$ cat src/hdl/cds_pkg.sv
`timescale 1ns / 1ps
package cds_pkg;

	localparam int MAX_WINDOW       = 7;
	localparam int MAX_IN_FEATURES  = 16;
	localparam int MAX_OUT_FEATURES = 16;
	localparam int MAX_RESULTS      = 64;
	localparam int W_DEPTH          = MAX_WINDOW * MAX_IN_FEATURES * MAX_OUT_FEATURES;
	localparam int WIN_DEPTH        = MAX_WINDOW * MAX_IN_FEATURES;

	// fixed field widths
	localparam int OP_W       = 2;
	localparam int IDX_W      = 11;
	localparam int VAL_W      = 16;
	localparam int FEAT_W     = 4;
	localparam int POS_W      = 16;
	localparam int CFG_IDX_W  = 2;
	localparam int CFG_DATA_W = 5;
	localparam int ACC_W      = 41;

	// derived widths
	localparam int FP_W  = (MAX_IN_FEATURES > 1) ? $clog2(MAX_IN_FEATURES) : 1;
	localparam int RL_W  = $clog2(MAX_IN_FEATURES + 1);
	localparam int O_W   = (MAX_OUT_FEATURES > 1) ? $clog2(MAX_OUT_FEATURES) : 1;
	localparam int OC_W  = $clog2(MAX_OUT_FEATURES + 1);
	localparam int SL_W  = (MAX_WINDOW > 1) ? $clog2(MAX_WINDOW) : 1;
	localparam int T_W   = SL_W;
	localparam int WC_W  = $clog2(MAX_WINDOW + 1);
	localparam int WA_W  = $clog2(W_DEPTH);
	localparam int XA_W  = $clog2(WIN_DEPTH);
	localparam int CNT_W = $clog2(MAX_RESULTS + 1);

	localparam logic [OP_W-1:0] OP_WEIGHT = 2'd0;
	localparam logic [OP_W-1:0] OP_BIAS   = 2'd1;
	localparam logic [OP_W-1:0] OP_SAMPLE = 2'd2;

	localparam logic [CFG_IDX_W-1:0] REG_IN_FEATURES  = 2'd0;
	localparam logic [CFG_IDX_W-1:0] REG_OUT_FEATURES = 2'd1;
	localparam logic [CFG_IDX_W-1:0] REG_WINDOW_SIZE  = 2'd2;
	localparam logic [CFG_IDX_W-1:0] REG_BIAS_ENABLE  = 2'd3;

	typedef struct packed {
		logic take;
		logic o_init;
		logic issue;
		logic emit;
		logic next_o;
		logic next_pos;
		logic finish;
	} cds_cmd_t;

	typedef struct packed {
		logic row_done;
		logic pos_more;
		logic issue_last;
		logic pipe_empty;
		logic out_free;
		logic more_o;
	} cds_sts_t;

endpackage

$ cat src/hdl/cds_ctrl.sv
`timescale 1ns / 1ps
module cds_ctrl (
	input  logic              clk,
	input  logic              arst_n,
	input  logic              in_valid,
	output logic              in_ready,
	input  cds_pkg::cds_sts_t sts,
	output cds_pkg::cds_cmd_t cmd
);
	typedef enum logic [2:0] {S_IDLE, S_CHECK, S_ISSUE, S_DRAIN, S_WRITE, S_FINISH} state_t;
	state_t state_q, state_d;

	always_comb begin
		cmd      = '0;
		state_d  = state_q;
		in_ready = 1'b0;
		unique case (state_q)
			S_IDLE: begin
				in_ready = 1'b1;
				if (in_valid) begin
					cmd.take = 1'b1;
					if (sts.row_done) state_d = S_CHECK;
				end
			end
			S_CHECK: begin
				if (sts.pos_more) begin
					cmd.o_init = 1'b1;
					state_d    = S_ISSUE;
				end else begin
					state_d = S_FINISH;
				end
			end
			S_ISSUE: begin
				cmd.issue = 1'b1;
				if (sts.issue_last) state_d = S_DRAIN;
			end
			S_DRAIN: begin
				if (sts.pipe_empty) state_d = S_WRITE;
			end
			S_WRITE: begin
				if (sts.out_free) begin
					cmd.emit = 1'b1;
					if (sts.more_o) begin
						cmd.next_o = 1'b1;
						state_d    = S_ISSUE;
					end else begin
						cmd.next_pos = 1'b1;
						state_d      = S_CHECK;
					end
				end
			end
			S_FINISH: begin
				cmd.finish = 1'b1;
				state_d    = S_IDLE;
			end
			default: state_d = S_IDLE;
		endcase
	end

	always_ff @(posedge clk or negedge arst_n) begin
		if (!arst_n) begin
			state_q <= S_IDLE;
		end else begin
			state_q <= state_d;
		end
	end
endmodule

$ cat config.mk
export PLATFORM = sky130hd
export DESIGN_NAME = cds_ctrl
export DESIGN_NICKNAME = d
export VERILOG_FILES = /design/src/hdl/cds_pkg.sv /design/src/hdl/cds_ctrl.sv
export SDC_FILE = /design/constraint.sdc
export NUM_CORES = 1
export LEC_CHECK = 0
export BUFFER_PORTS_ARGS = -buffer_cell sky130_fd_sc_hd__buf_2
export CAP_MARGIN = 20
export CORE_AREA = 4 4 41 43
export CTS_CLUSTER_DIAMETER = 80
export DETAILED_ROUTE_END_ITERATION = 10
export DIE_AREA = 0 0 45 47
export PLACE_DENSITY = 0.55
export SYNTH_ARGS = -nofsm -noshare
export SYNTH_HDL_FRONTEND = slang
export SYNTH_SLANG_ARGS = --single-unit
$ cat constraint.sdc
create_clock -name clk -period 1.8 [get_ports clk]
set_input_delay 0.27 -clock clk [delete_from_list [all_inputs] [get_ports clk]]
set_output_delay 0.27 -clock clk [all_outputs]
set_load 0.005 [all_outputs]
Word level (Yosys, flattened, before mapping)
Index checks and enable logic that the tools add are counted.

cells by class
  mux-type cells = 19
  reduce and logical (&&, ||, !) cells = 2
  equal/unequal tests = 10

operator list
  kind                                            count
  2-to-1 mux 3 bit                                8
  one-hot mux 3 bit (5 select lines)              1
  inequality test 2 bit (second input constant)   5
  2-to-1 mux 1 bit                                9
  == test 3 x 2 -> 1 bit (second input constant)  2
  == test 3 bit (second input constant)           2
  AND reduction 5 bit                             1
  == test 3 x 1 -> 1 bit (second input constant)  1
  zero test 3 bit                                 1
  2-to-1 mux 2 bit                                1

word-level totals
  register bits = 3
  output and inout port bits = 8
  input port bits = 9
  word-level logic and storage cells = 32

Longest topological paths before layout
  word-level depth = 3
  depth in mapped cells = 5
  gate-level depth less buffers = 4

Least setup slack after synthesis
Ideal clock, no wire load.

  kind = register to register
  start = register state_q[0]
  end = register state_q[1]
  cell stages (with the launch flop) = 6
  slack = 0.323 ns
  arrival time = 1.352 ns
  period minus slack after synthesis = 1.477 ns
  setup time = 0.125 ns
  buffers on the path = 1
  required time = 1.675 ns
  cells stage by stage = dfrtp_1 -> buf_6 -> nor2b_4 -> and3b_4 -> or3_1 -> mux2_2

on the way
  longest elaborated chain between the ends = 3
  elaborated cells on any way between the ends = 12
  classes of those cells = eq/ne: 9; mux: 1; reduce/logical: 2

ends and longest elaborated chain
  element                                               RTL line        source
  start: declaration                                    cds_ctrl.sv:11  state_t state_q, state_d;
  start signal: assignment                              cds_ctrl.sv:64  state_q <= state_d;
  == test 3 x 2 -> 1 bit, or another cell as far along  cds_ctrl.sv:17  unique case (state_q)
  inequality test 2 bit (no line)                       --
  AND reduction 5 bit (no line)                         --

Parallel ways exist; a longest one is shown, timed or not.
A chain may end at the register's enable or synchronous reset.

==> out/results.txt <==
Final core utilization: 30.9%
Routed length per instance: 10.5 um
Max-Cap Viols: 0
Max FFs per register: 3
Yosys reg bits: 3
Die W: 45 um
Worst slew margin: 77.0%
Multi-input logic area: 191 um2
Final hold vios: 0
Slew @ Worst Pin: 340 ps
Minimum clock period: 1630 ps
Die area: 0.00212 mm2
Synth cell types: 23
Synthesis Warnings: 0
Layout cells sized above 1: 47.2%
Gpl congestion: 0.722
Die Height: 47 um
Worst Skew: 7.36 ps
CP Class: flip-flop to output pin
Post-Synth Adder-Cell Area: 0%
Critical Path Slowest Stage Cell: dfrtp_1
CP peak stage delay: 540 ps
Arr. time, crit path: 1360 ps
Via count: 305
Compound-Gate Fraction of Synth Area: 10.7%
# fillers: 164
Final Cycle Share: 90.3%
Req. time, crit path: 1530 ps
Post-synthesis average cell area: 8.37 um2
Vias per inst: 4.49
First-pass GRT wire length: 1120 um
Nets@finish: 63
Main combinational cell family by area after synthesis: simple AND/OR/NAND/NOR gates
Crit path cell chain: nor2_1, and3_1, and2_1, buf_2
Post-synthesis mux area share: 3.85%
Fin. max-slew vios: 0
DRC Markers: 0
Seq. cell area: 75.1 um2
Vias in the first global route: 272
Buf/Inv on CP: 1
CTS H-tree lvls: 1
Highest clock rate: 0.615 GHz
Synth Net Count: 44
Syn Inst Count: 35
PwrDens: 1510 mW/mm2
Initial antenna violation count: 0
Post-Synth Simple-Gate Area: 50.9%
Post-synthesis instance area: 293 um2
Antenna Nets Post-Route: 0
Hold slack final: 283 ps
Worst Setup End Kind: output pin
Unrepaired setup endpoints after global routing: false
Port Buffers: 16
Largest net degree at the start of global routing: 14
CTS tree: done
Startpoint types: flip-flop
DP HPWL: 589 um
Outcome: finished clean
Top delay family on crit path: flip-flops
WL final: 716 um
Peak supply drop: 361 uV
Initial DRC Count: 3
Root Buffer: clkbuf_4
Gr ovfl total: 0
Sequential element share of the synthesized area: 25.6%
Starting density of the core: 22.5%
Ports: 17
Biggest regs: state_q x3
Core Footprint: 0.00130 mm2
Total GRT Usage: 7.52%
Biggest register: state_q
Drt first pass iters: 4
Crit Path Max Fanout: 13
Cts bufs inserted: 3
Reg clk slew, reported paths: 40 ps
DP Cell Count: 63
Antenna cells: 0
Setup TNS: 0 ps
Fin cells: 68
Leakage: 0.213 nW
Synth Area in XOR/XNOR: 0%
Final Setup Violations: 0
Longest Clk Path Bufs: 2
Row Count: 13
Worst-skew pair later-pin latency: 240 ps
Syn-to-layout area delta: 37.2%
Hold Path Class: primary input to flip-flop
Sink Count: 3
==> final cells by class <==
class	count	share of cell area, %
multi-input cells	29	47.7
repair buffers	17	22.4
flip-flops and latches	3	18.7
clock buffers	4	6.54
well taps	15	4.67
==> per-layer routing <==
layer  share of wire [%]  global-route usage (%)  routed length (um)  vias up
li1                    -                       -                   -      159
met1                  46                    9.82                 326      134
met2                  43                    10.2                 308       12
met4                   0                    7.02                   0        0
met3                  11                    1.53                  80        0
met5                   0                       0                   0        -
==> through the flow <==
stage | total power [mW] | area, um2 | worst slack, ps
3_3_place_gp | 0.489 | 365 | 274
5_1_grt | 0.674 | 402 | 64.8
3_5_place_dp | 0.489 | 365 | 266
4_1_cts | 0.618 | 402 | 165
2_1_floorplan | 0.439 | 293 | 323
6_report | 0.607 | 402 | 174
==> logic make-up after synthesis <==
logic type | count (synthesis)
AND/OR/NAND/NOR | 23
AO/OA/AOI/OAI | 5
flip-flops | 3
buffers and inverters | 3
multiplexers | 1
==> Yosys cell counts <==
cell | instances | area [um2]
nor3_1 | 1 | 5.00
and3b_4 | 1 | 12.5
and3_1 | 1 | 6.26
nand3b_1 | 2 | 15.0
nand2_1 | 3 | 11.3
o21ai_0 | 2 | 10.0
and2_1 | 3 | 18.8
nor2b_1 | 1 | 6.26
and3_2 | 1 | 7.51
or3_1 | 1 | 6.26
a31oi_1 | 1 | 6.26
dfrtp_1 | 3 | 75.1
buf_6 | 2 | 22.5
nand3_1 | 1 | 5.00
o22a_2 | 1 | 10.0
a21oi_1 | 1 | 5.00
and3b_2 | 1 | 10.0
mux2_2 | 1 | 11.3
nor2b_4 | 1 | 13.8
nor3b_1 | 1 | 7.51
nor2_1 | 4 | 15.0
clkbuf_1 | 1 | 3.75
nor4b_1 | 1 | 8.76
==> report_power, final <==
part           switching (mW)  internal [mW]  total (mW)
clock network          0.0386         0.0833       0.122
logic                   0.122          0.180       0.302
registers              0.0817          0.101       0.183
total                   0.242          0.364       0.607
==> worst register-to-register path: cells and delay by family, from the launching register on <==
family | cells | cell delay (ps)
AO/OA/AOI/OAI | 1 | 90
multiplexers | 1 | 320
flip-flops | 1 | 490
AND/OR/NAND/NOR | 2 | 520
==> repair_timing <==
action,CTS,global route
buffers inserted,0,0
hold buffers,1,0
endpoints found under the hold margin,3,0
resized for setup,0,0
==> layout by cell type, fill, tap and decap left out <==
| master | count |
|---|---|
| buf_2 | 16 |
| nor2_1 | 4 |
| and2_1 | 3 |
| nand2_1 | 3 |
| clkbuf_4 | 3 |
| dfrtp_1 | 3 |
| nand3b_1 | 2 |
| o21ai_0 | 2 |
| nor3_1 | 1 |
| nor2b_4 | 1 |
| and3b_4 | 1 |
| and3_1 | 1 |
| nor2b_1 | 1 |
| and3b_2 | 1 |
| o22a_2 | 1 |
| nor4b_1 | 1 |
| a31oi_1 | 1 |
| and3_2 | 1 |
| or3_1 | 1 |
| mux2_2 | 1 |
| nor3b_1 | 1 |
| a21oi_1 | 1 |
| nand3_1 | 1 |
| clkbuf_1 | 1 |
| dlygate4sd3_1 | 1 |
==> path summary, 6_finish.rpt <==
path,cells past startpoint,slack [ps],endpoint,start
max,4,170,cmd[2],state_q[1]
min,3,280,state_q[2],sts[2]
max reg2reg,4,260,state_q[1],state_q[1]
min reg2reg,2,730,state_q[2],state_q[1]
max in group asynchronous,2,1330,state_q[0],arst_n
min in group asynchronous,2,350,state_q[1],arst_n
Power figures use the tool's default switching activity.
